===== src/sv/stc_pkg.sv =====
// Package for the scrolling text console: grid size, character codes,
// sequencer states and the structs passed between the submodules.
// No dependencies.
`timescale 1ns / 1ps

package stc_pkg;

   // grid geometry
   localparam int ROWS      = 20;
   localparam int COLS      = 30;
   localparam int ROW_W     = $clog2(ROWS);
   localparam int COL_W     = $clog2(COLS);
   localparam int RAM_DEPTH = ROWS * (1 << COL_W);
   localparam int ADDR_W    = $clog2(RAM_DEPTH);

   // port field widths
   localparam int CHAR_W = 8;
   localparam int POS_W  = 5;

   localparam logic [ROW_W-1:0] ROW_LAST = ROW_W'(ROWS - 1);
   localparam logic [COL_W-1:0] COL_LAST = COL_W'(COLS - 1);

   // character codes
   localparam logic [CHAR_W-1:0] CODE_PRINTABLE = 8'h20;
   localparam logic [CHAR_W-1:0] CODE_NEWLINE   = 8'h0a;
   localparam logic [CHAR_W-1:0] CODE_BACKSPACE = 8'h08;
   localparam logic [CHAR_W-1:0] CODE_SPACE     = 8'h20;
   localparam logic [CHAR_W-1:0] CODE_NULL      = 8'h00;

   // request op codes
   localparam logic OP_WRITE = 1'b0;
   localparam logic OP_READ  = 1'b1;

   typedef enum logic [1:0] {
      ST_CLEAR,
      ST_IDLE,
      ST_BLANK,
      ST_RESULT
   } state_type;

   typedef struct packed {
      logic              wr_en;
      logic [ADDR_W-1:0] wr_addr;
      logic [CHAR_W-1:0] wr_data;
      logic              rd_en;
      logic [ADDR_W-1:0] rd_addr;
   } ram_req_type;

   typedef struct packed {
      logic              valid;
      logic [CHAR_W-1:0] cell_char;
      logic [ROW_W-1:0]  row;
      logic [COL_W-1:0]  col;
      logic              full_redraw;
   } result_type;

endpackage


===== src/sv/stc_ctrl.sv =====
// Cursor state and request sequencer: clear sweep, cell writes, row blanking
// and view reads against the cell store. Depends on stc_pkg.
`timescale 1ns / 1ps

module stc_ctrl (
   input  logic                               clock,
   input  logic                               reset,
   input  logic                               req_valid,
   output logic                               req_ready,
   input  logic                               req_op,
   input  logic [stc_pkg::CHAR_W-1:0]         req_char_code,
   input  logic [stc_pkg::POS_W-1:0]          req_view_row,
   input  logic [stc_pkg::POS_W-1:0]          req_view_col,
   output stc_pkg::ram_req_type               ram_req,
   input  logic [stc_pkg::CHAR_W-1:0]         rd_data,
   input  logic                               slot_free,
   output stc_pkg::result_type                result
);

   stc_pkg::state_type              state_ff, state_in;
   logic [stc_pkg::ROW_W-1:0]       cur_row_ff, cur_row_in;
   logic [stc_pkg::COL_W-1:0]       cur_col_ff, cur_col_in;
   logic [stc_pkg::ROW_W-1:0]       sweep_row_ff, sweep_row_in;
   logic [stc_pkg::COL_W-1:0]       sweep_col_ff, sweep_col_in;
   logic                            redraw_ff, redraw_in;
   logic                            is_read_ff, is_read_in;
   logic                            read_zero_ff, read_zero_in;

   logic [stc_pkg::ROW_W-1:0]       row_inc;
   logic [stc_pkg::ROW_W-1:0]       row_dec;
   logic [stc_pkg::ROW_W:0]         view_sum;
   logic [stc_pkg::ROW_W-1:0]       view_store_row;
   logic                            view_in_grid;

   // neighbor rows of the cursor
   assign row_inc = (cur_row_ff == stc_pkg::ROW_LAST) ? '0 : cur_row_ff + 1'b1;
   assign row_dec = (cur_row_ff == '0) ? stc_pkg::ROW_LAST : cur_row_ff - 1'b1;

   // view row to store row, sum below twice the row count for in-grid rows
   assign view_sum = {1'b0, cur_row_ff} + {1'b0, stc_pkg::ROW_W'(req_view_row)}
                     + 1'b1;
   assign view_store_row = (32'(view_sum) >= stc_pkg::ROWS)
                         ? stc_pkg::ROW_W'(32'(view_sum) - stc_pkg::ROWS)
                         : stc_pkg::ROW_W'(view_sum);
   assign view_in_grid = (32'(req_view_row) < stc_pkg::ROWS)
                      && (32'(req_view_col) < stc_pkg::COLS);

   // state registers
   always_ff @(posedge clock) begin
      if (reset) begin
         state_ff     <= stc_pkg::ST_CLEAR;
         cur_row_ff   <= '0;
         cur_col_ff   <= '0;
         sweep_row_ff <= '0;
         sweep_col_ff <= '0;
         redraw_ff    <= 1'b0;
         is_read_ff   <= 1'b0;
         read_zero_ff <= 1'b0;
      end else begin
         state_ff     <= state_in;
         cur_row_ff   <= cur_row_in;
         cur_col_ff   <= cur_col_in;
         sweep_row_ff <= sweep_row_in;
         sweep_col_ff <= sweep_col_in;
         redraw_ff    <= redraw_in;
         is_read_ff   <= is_read_in;
         read_zero_ff <= read_zero_in;
      end
   end

   // next state and store accesses
   always_comb begin
      state_in     = state_ff;
      cur_row_in   = cur_row_ff;
      cur_col_in   = cur_col_ff;
      sweep_row_in = sweep_row_ff;
      sweep_col_in = sweep_col_ff;
      redraw_in    = redraw_ff;
      is_read_in   = is_read_ff;
      read_zero_in = read_zero_ff;
      ram_req      = '0;
      req_ready    = 1'b0;
      result       = '0;

      case (state_ff)
         stc_pkg::ST_CLEAR: begin
            ram_req.wr_en   = 1'b1;
            ram_req.wr_addr = {sweep_row_ff, sweep_col_ff};
            ram_req.wr_data = stc_pkg::CODE_NULL;
            if (sweep_col_ff == stc_pkg::COL_LAST) begin
               sweep_col_in = '0;
               if (sweep_row_ff == stc_pkg::ROW_LAST) begin
                  sweep_row_in = '0;
                  state_in     = stc_pkg::ST_IDLE;
               end else begin
                  sweep_row_in = sweep_row_ff + 1'b1;
               end
            end else begin
               sweep_col_in = sweep_col_ff + 1'b1;
            end
         end

         stc_pkg::ST_IDLE: begin
            req_ready = 1'b1;
            if (req_valid) begin
               state_in     = stc_pkg::ST_RESULT;
               redraw_in    = 1'b0;
               is_read_in   = (req_op == stc_pkg::OP_READ);
               read_zero_in = 1'b0;
               if (req_op == stc_pkg::OP_READ) begin
                  // read one displayed cell
                  read_zero_in    = !view_in_grid;
                  ram_req.rd_en   = view_in_grid;
                  ram_req.rd_addr = {view_store_row, stc_pkg::COL_W'(req_view_col)};
               end else if (req_char_code >= stc_pkg::CODE_PRINTABLE) begin
                  // store character and advance
                  ram_req.wr_en   = 1'b1;
                  ram_req.wr_addr = {cur_row_ff, cur_col_ff};
                  ram_req.wr_data = req_char_code;
                  if (cur_col_ff == stc_pkg::COL_LAST) begin
                     cur_col_in   = '0;
                     cur_row_in   = row_inc;
                     redraw_in    = 1'b1;
                     sweep_col_in = '0;
                     state_in     = stc_pkg::ST_BLANK;
                  end else begin
                     cur_col_in = cur_col_ff + 1'b1;
                  end
               end else if (req_char_code == stc_pkg::CODE_NEWLINE) begin
                  cur_col_in   = '0;
                  cur_row_in   = row_inc;
                  redraw_in    = 1'b1;
                  sweep_col_in = '0;
                  state_in     = stc_pkg::ST_BLANK;
               end else if (req_char_code == stc_pkg::CODE_BACKSPACE) begin
                  // blank current cell and step back
                  ram_req.wr_en   = 1'b1;
                  ram_req.wr_addr = {cur_row_ff, cur_col_ff};
                  ram_req.wr_data = stc_pkg::CODE_SPACE;
                  if (cur_col_ff == '0) begin
                     cur_col_in = stc_pkg::COL_LAST;
                     cur_row_in = row_dec;
                     redraw_in  = 1'b1;
                  end else begin
                     cur_col_in = cur_col_ff - 1'b1;
                  end
               end
            end
         end

         stc_pkg::ST_BLANK: begin
            // fill the new cursor row with spaces
            ram_req.wr_en   = 1'b1;
            ram_req.wr_addr = {cur_row_ff, sweep_col_ff};
            ram_req.wr_data = stc_pkg::CODE_SPACE;
            if (sweep_col_ff == stc_pkg::COL_LAST) begin
               sweep_col_in = '0;
               state_in     = stc_pkg::ST_RESULT;
            end else begin
               sweep_col_in = sweep_col_ff + 1'b1;
            end
         end

         stc_pkg::ST_RESULT: begin
            result.valid       = slot_free;
            result.cell_char   = (is_read_ff && !read_zero_ff) ? rd_data
                                                              : stc_pkg::CODE_NULL;
            result.row         = cur_row_ff;
            result.col         = cur_col_ff;
            result.full_redraw = redraw_ff;
            if (slot_free) begin
               state_in = stc_pkg::ST_IDLE;
            end
         end

         default: begin
            state_in = stc_pkg::ST_CLEAR;
         end
      endcase
   end

   // store never read and written in the same cycle
   assert property (@(posedge clock) disable iff (reset)
      !(ram_req.wr_en && ram_req.rd_en))
      else $error("cell store read and write collide");

   // a result only leaves when the output slot can take it
   assert property (@(posedge clock) disable iff (reset)
      result.valid |-> slot_free)
      else $error("result issued into a full output slot");

   // cursor stays inside the grid
   assert property (@(posedge clock) disable iff (reset)
      (32'(cur_row_ff) < stc_pkg::ROWS) && (32'(cur_col_ff) < stc_pkg::COLS))
      else $error("cursor outside grid");

   // an accepted request always leads to blanking or a result
   assert property (@(posedge clock) disable iff (reset)
      (req_valid && req_ready) |=>
         (state_ff == stc_pkg::ST_BLANK || state_ff == stc_pkg::ST_RESULT))
      else $error("accepted request lost");

   // a redraw is flagged exactly when the row moved by a write
   assert property (@(posedge clock) disable iff (reset)
      (req_valid && req_ready && req_op == stc_pkg::OP_WRITE) |=>
         (redraw_ff == (cur_row_ff != $past(cur_row_ff))))
      else $error("redraw flag does not match row change");

endmodule


===== config.mk =====
export PLATFORM = sky130hd
export DESIGN_NAME = stc_ctrl
export DESIGN_NICKNAME = d
export VERILOG_FILES = /design/src/sv/stc_pkg.sv /design/src/sv/stc_ctrl.sv
export SDC_FILE = /design/constraint.sdc
export NUM_CORES = 1
export LEC_CHECK = 0
export BUFFER_PORTS_ARGS = -buffer_cell sky130_fd_sc_hd__buf_2
export CAP_MARGIN = 20
export CORE_MARGIN = 2
export CORE_UTILIZATION = 40
export CTS_CLUSTER_SIZE = 40
export DETAILED_ROUTE_END_ITERATION = 10
export GPL_TIMING_DRIVEN = 1
export HOLD_SLACK_MARGIN = 0.02
export PLACE_DENSITY = 0.79
export SYNTH_ARGS = -nofsm -noshare
export SYNTH_HDL_FRONTEND = slang
export SYNTH_SLANG_ARGS = --single-unit

===== constraint.sdc =====
create_clock -name clock -period 2.8 [get_ports clock]
set_clock_uncertainty 0.2 [all_clocks]
set_input_delay 0.42 -clock clock [delete_from_list [all_inputs] [get_ports clock]]
set_output_delay 0.42 -clock clock [all_outputs]
set_load 0.1 [all_outputs]

== Yosys cells after proc, flatten, opt, wreduce, memory -nomap -nowiden ==
Cells that the tools add are included.
Word-level totals
  bits in latches: 0
  bits of input ports: 31
  flip-flop bits (word level): 25
  bits in read-only memories: 0
  memories: 0
  RAM bits: 0
  output and inout bits: 51
Operators by class
  multiplexer cells: 49
  $lt $le $gt $ge: 4
  bitwise logic cells: 1
  shift-type cells: 0
  add/subtract/negate cells: 9
  multiply operators: 0
  div/mod/pow operators: 0
  eq/ne operators: 18
  reductions and logical operators: 17
Operators by type and width (count)
  2-to-1 mux 5 bit: 20
  2-to-1 mux 19 bit: 4
  case mux 19 bit (3 select lines): 1
  2-to-1 mux 30 bit: 1
  2-to-1 mux 11 bit: 2
  adder 5 x 1 -> 5 bit, second input constant: 4
  equality test 5 bit, second input constant: 4
  2-to-1 mux 20 bit: 1
  equality test 8 x 4 -> 1 bit, second input constant: 2
  2-to-1 mux 2 bit: 7
  inequality test 2 bit, second input constant: 6
  logical NOT 5 bit: 2
  < comparator 5 bit, second input constant: 2
  2-to-1 mux 1 bit: 10
  case mux 5 bit (2 select lines): 1
  AND reduction 5 bit: 2
  subtractor 5 x 1 -> 5 bit, second input constant: 2
  >= comparator 8 x 6 -> 1 bit, second input constant: 1
  2-to-1 mux 8 bit: 1
  case mux 2 bit (4 select lines): 1
  adder 5 x 5 -> 6 bit: 1
  adder 6 x 1 -> 6 bit, second input constant: 1
  >= comparator 6 x 5 -> 1 bit, second input constant: 1
  inequality test 3 bit, second input constant: 2
  other kinds (14): 19

== Depth between registers and ports, before layout ==
  word-level depth: 7
  mapped depth: 12
  mapped depth without buffers: 12

== Least setup slack after synthesis ==
OpenSTA, ideal clock, no wires.
  kind: register -> output
  start: register state_ff[1]
  end: output ram_req[12] in the netlist's numbering
  slack: -2.676 ns
  buffers on the path: 1
  cell stages (with the launch flop): 7
  arrival time: 4.856 ns
  cell sequence: dfxtp_1 > inv_1 > ha_1 > nand2_1 > or2_2 > clkbuf_8 > nor4_1
RTL lines
  start: declaration: line stc_ctrl.sv:20  | stc_pkg::state_type state_ff, state_in;
  start signal: assignment: line stc_ctrl.sv:51  | state_ff <= stc_pkg::ST_CLEAR;
  start signal: assignment: line stc_ctrl.sv:60  | state_ff <= state_in;
  end: declaration: line stc_ctrl.sv:14  | output stc_pkg::ram_req_type ram_req,

==> results.txt <==
WHS Endpoint -> redraw_ff$_SDFFE_PP0P_
ys flop type -> dfxtp_1
Post-Layout Cell Count -> 485
pwr/cell area -> 202.7 nW/um2
minimum clock period -> 3.219 ns
leakage -> 1.561 nW
Placed Cells incl. Taps -> 477
worst hold start -> redraw_ff$_SDFFE_PP0P_
internal power -> 0.5452 mW
die span in x -> 79.68 um
Worst setup SP type -> register
yosys warns -> 0
Routed Antenna Nets -> 0
RSZ-0062 raised after global routing -> true
final count of hold timing violations -> 0
share of power burned in registers -> 46.6%
critical path fanouts, max -> 4
Layout area overhead -> 68.32%
Clock power frac -> 28.9%
Final Cycle Share -> 115.0%
mapped cell area -> 2291 um2
largest net degree at the start of global routing -> 27
DRC violations left -> 0
Least-Margin Pin Slew -> 0.5343 ns
Fin Hold WS -> 0.2948 ns
cell area after layout -> 3856 um2
Initial Util -> 41.60%
RR Endpoint -> cur_row_ff[2]$_SDFFE_PP0P_
worst reg2reg path depth -> 9
worst setup margin -> -0.4191 ns
CTS tree -> yes
sw power -> 0.2363 mW
wire length of the first global-routing pass -> 12,020 um
max-cap viol count -> 0
Synth top area share -> 21.85%
Global Route Usage Sum -> 23.31%
CTS H-tree depth -> 1
via/cell ratio -> 5.722
failing checks -> negative setup slack
post-synth cell types -> 53
Gate power share -> 24.6%
mean routed wirelength per cell -> 15.24 um
die footprint -> 6349 um2
Chip Height -> 79.68 um
worst r2r src -> cur_col_ff[0]$_SDFFE_PP0P_
Core Area -> 5507 um2
DRT Pass-1 Iters -> 6
diodes inserted -> 0
CTS Root Cell -> clkbuf_8
PortBufs -> 81
hpwl dp -> 5732 um
DR vias -> 2,775
Synth Register Bits -> 25
GPL Wtd Cong -> 0.9250
post-synth net total -> 364
Net Sw Frac -> 30.24%
1st-iter DRT viols -> 208
worst path arrival time -> 2.60 ns
final net count -> 465
Total Power -> 0.7815 mW
post-synth top area cell -> dfxtp_1
vias in the first global route -> 2,711
EDFF count, synth -> 0
critical setup path kind -> reg -> out
final WL -> 7391 um
fraction of layout cells with a size suffix above 1 -> 41.65%
CTS clk-pin slew, worst paths -> 0.10 ns
Hold WC Path Type -> reg -> reg
# clock sinks -> 25
Cells after Synth -> 313
io pins -> 82
total CTS buffers -> 3
status -> finished, violations left
ranking of synthesized cells by area -> dfxtp_1 22%, ha_1 10%, and2_1 6.8%
worst hold path depth -> 2
Pins Over Slew Limit -> 0
Seq/Total Area, Yosys -> 21.85%
CP endpoint kind -> primary output
Site Rows -> 27
Worst VDD drop -> 0.0002460 V
Worst slew margin -> 64.00%
setup violators final -> 3
placed cell areas -> 3702 um2
post-synthesis average cell area -> 7.319 um2
Async SR Flop Fraction -> 0%
R2R setup slack -> 0.21 ns
grt ovf -> 0
worst endpoint required time -> 2.18 ns
clk_lat worst skew -> 0.27 ns
clk buf depth -> 2
Max Freq -> 310.6 MHz
initial antenna violation count -> 0
## worst max path at each step
stage	startpoint	end	slack, ns	cells past startpoint
2_1_floorplan	req_view_row[1]	ram_req[8]	-0.53	10
3_3_place_gp	req_view_row[0]	ram_req[9]	-0.25	12
3_5_place_dp	req_view_row[1]	ram_req[9]	-0.36	13
4_1_cts	cur_row_ff[1]$_SDFFE_PP0P_	ram_req[8]	-0.40	11
5_1_grt	cur_row_ff[0]$_SDFFE_PP0P_	ram_req[9]	-0.50	12
6_report	cur_row_ff[1]$_SDFFE_PP0P_	ram_req[9]	-0.42	12
## per-stage QoR
| step | setup TNS [ns] | setup slack [ns] | utilization [%] |
|---|---|---|---|
| 2_1_floorplan | -1.321 | -0.5293 | - |
| 3_3_place_gp | -0.6305 | -0.2451 | 67.23 |
| 3_5_place_dp | -0.9815 | -0.3617 | 67.23 |
| 4_1_cts | -1.071 | -0.3962 | 69.14 |
| 5_1_grt | -1.445 | -0.4987 | 70.03 |
| 6_report | -1.195 | -0.4191 | 70.03 |
## layer usage
layer	vias to the layer above	GRT usage [%]	wire, um
met5	-	0	0
met2	132	43.70	3848
met4	0	6.724	125
met3	12	3.959	537
met1	1311	26.80	2879
li1	1320	-	-
## sequential cells by signal, indices dropped and copies added, names as in the netlist
signal	flops
sweep_row_ff	5
redraw_ff	1
sweep_col_ff	5
cur_row_ff	5
state_ff	2
read_zero_ff	1
cur_col_ff	5
is_read_ff	1
## logic make-up (layout without fill, tap and decap cells)
family,count (synthesis),after routing,synth area share (%)
flip-flops,25,25,21.85
XOR/XNOR,6,6,2.294
AO/OA/AOI/OAI,80,80,22.17
multiplexers,3,3,1.365
adder cells (fa/ha/maj),20,20,11.25
AND/OR/NAND/NOR,151,151,34.79
buffers and inverters,28,128,6.281
## worst max-delay path, stage by stage, from the launching register on
cell,delay [ns]
dfxtp_4,0.36
ha_4,0.20
nor2b_4,0.12
o21ai_2,0.15
nand2_2,0.11
xnor2_4,0.18
ha_2,0.22
nand2_2,0.06
o21ai_2,0.15
a21oi_4,0.09
a211o_1,0.30
a21oi_4,0.18
buf_12,0.20
## Yosys cell counts, types with 3 or more instances
master	n
a21oi_1	29
clkbuf_1	7
o21ai_0	15
a21o_1	3
o211ai_1	3
nor3_1	8
and2_1	25
nor2_1	39
or4_1	3
a211oi_1	4
dfxtp_1	25
clkbuf_8	3
o31ai_1	3
xnor2_1	4
nand2b_1	3
ha_1	19
or3_1	3
nand2_1	24
nand4_1	6
inv_1	15
nor2b_1	4
a22oi_1	8
or2_2	3
nand3_1	13
and3_1	7
## area by class of cell
class	instances	area (um2)
clock inverters	1	6.256
clock buffers	3	41.29
multi-input cells	260	1954
well taps	72	90.09
inverters	15	56.30
fillers	400	1650
flip-flops and latches	25	506.7
repair buffers	109	1201
## power groups by stage
stage	Combinational, mW	Clock, mW	Sequential [mW]
final	0.192	0.225	0.364
after CTS	0.181	0.229	0.364
after floorplan	0.101	0	0.370
after detailed placement	0.172	0	0.372
after global routing	0.204	0.243	0.365
after global placement	0.165	0	0.371
## placed cells by master (no fill, tap or decap), types with 6 or more instances in the layout
cell,synthesis,routed
inv_1,15,12
buf_4,1,28
o21ai_0,15,11
buf_12,0,39
nor3_1,8,7
nor2_1,39,28
nand2_1,24,21
dfxtp_1,25,22
nor2_4,0,8
a22oi_1,8,6
nand3_1,13,12
nand4_1,6,6
and2_1,25,22
ha_1,19,14
a21oi_1,29,21
buf_2,1,42
a21oi_4,0,7
and3_1,7,7
## timing repair
action,4_1_cts,5_1_grt
hold buffers,0,0
gates resized for setup,10,9
setup buffers,3,1
pin swaps,6,3
endpoints found under the setup margin,7,17
gates cloned,0,0
Note: power is estimated with default switching activity, not from simulation.
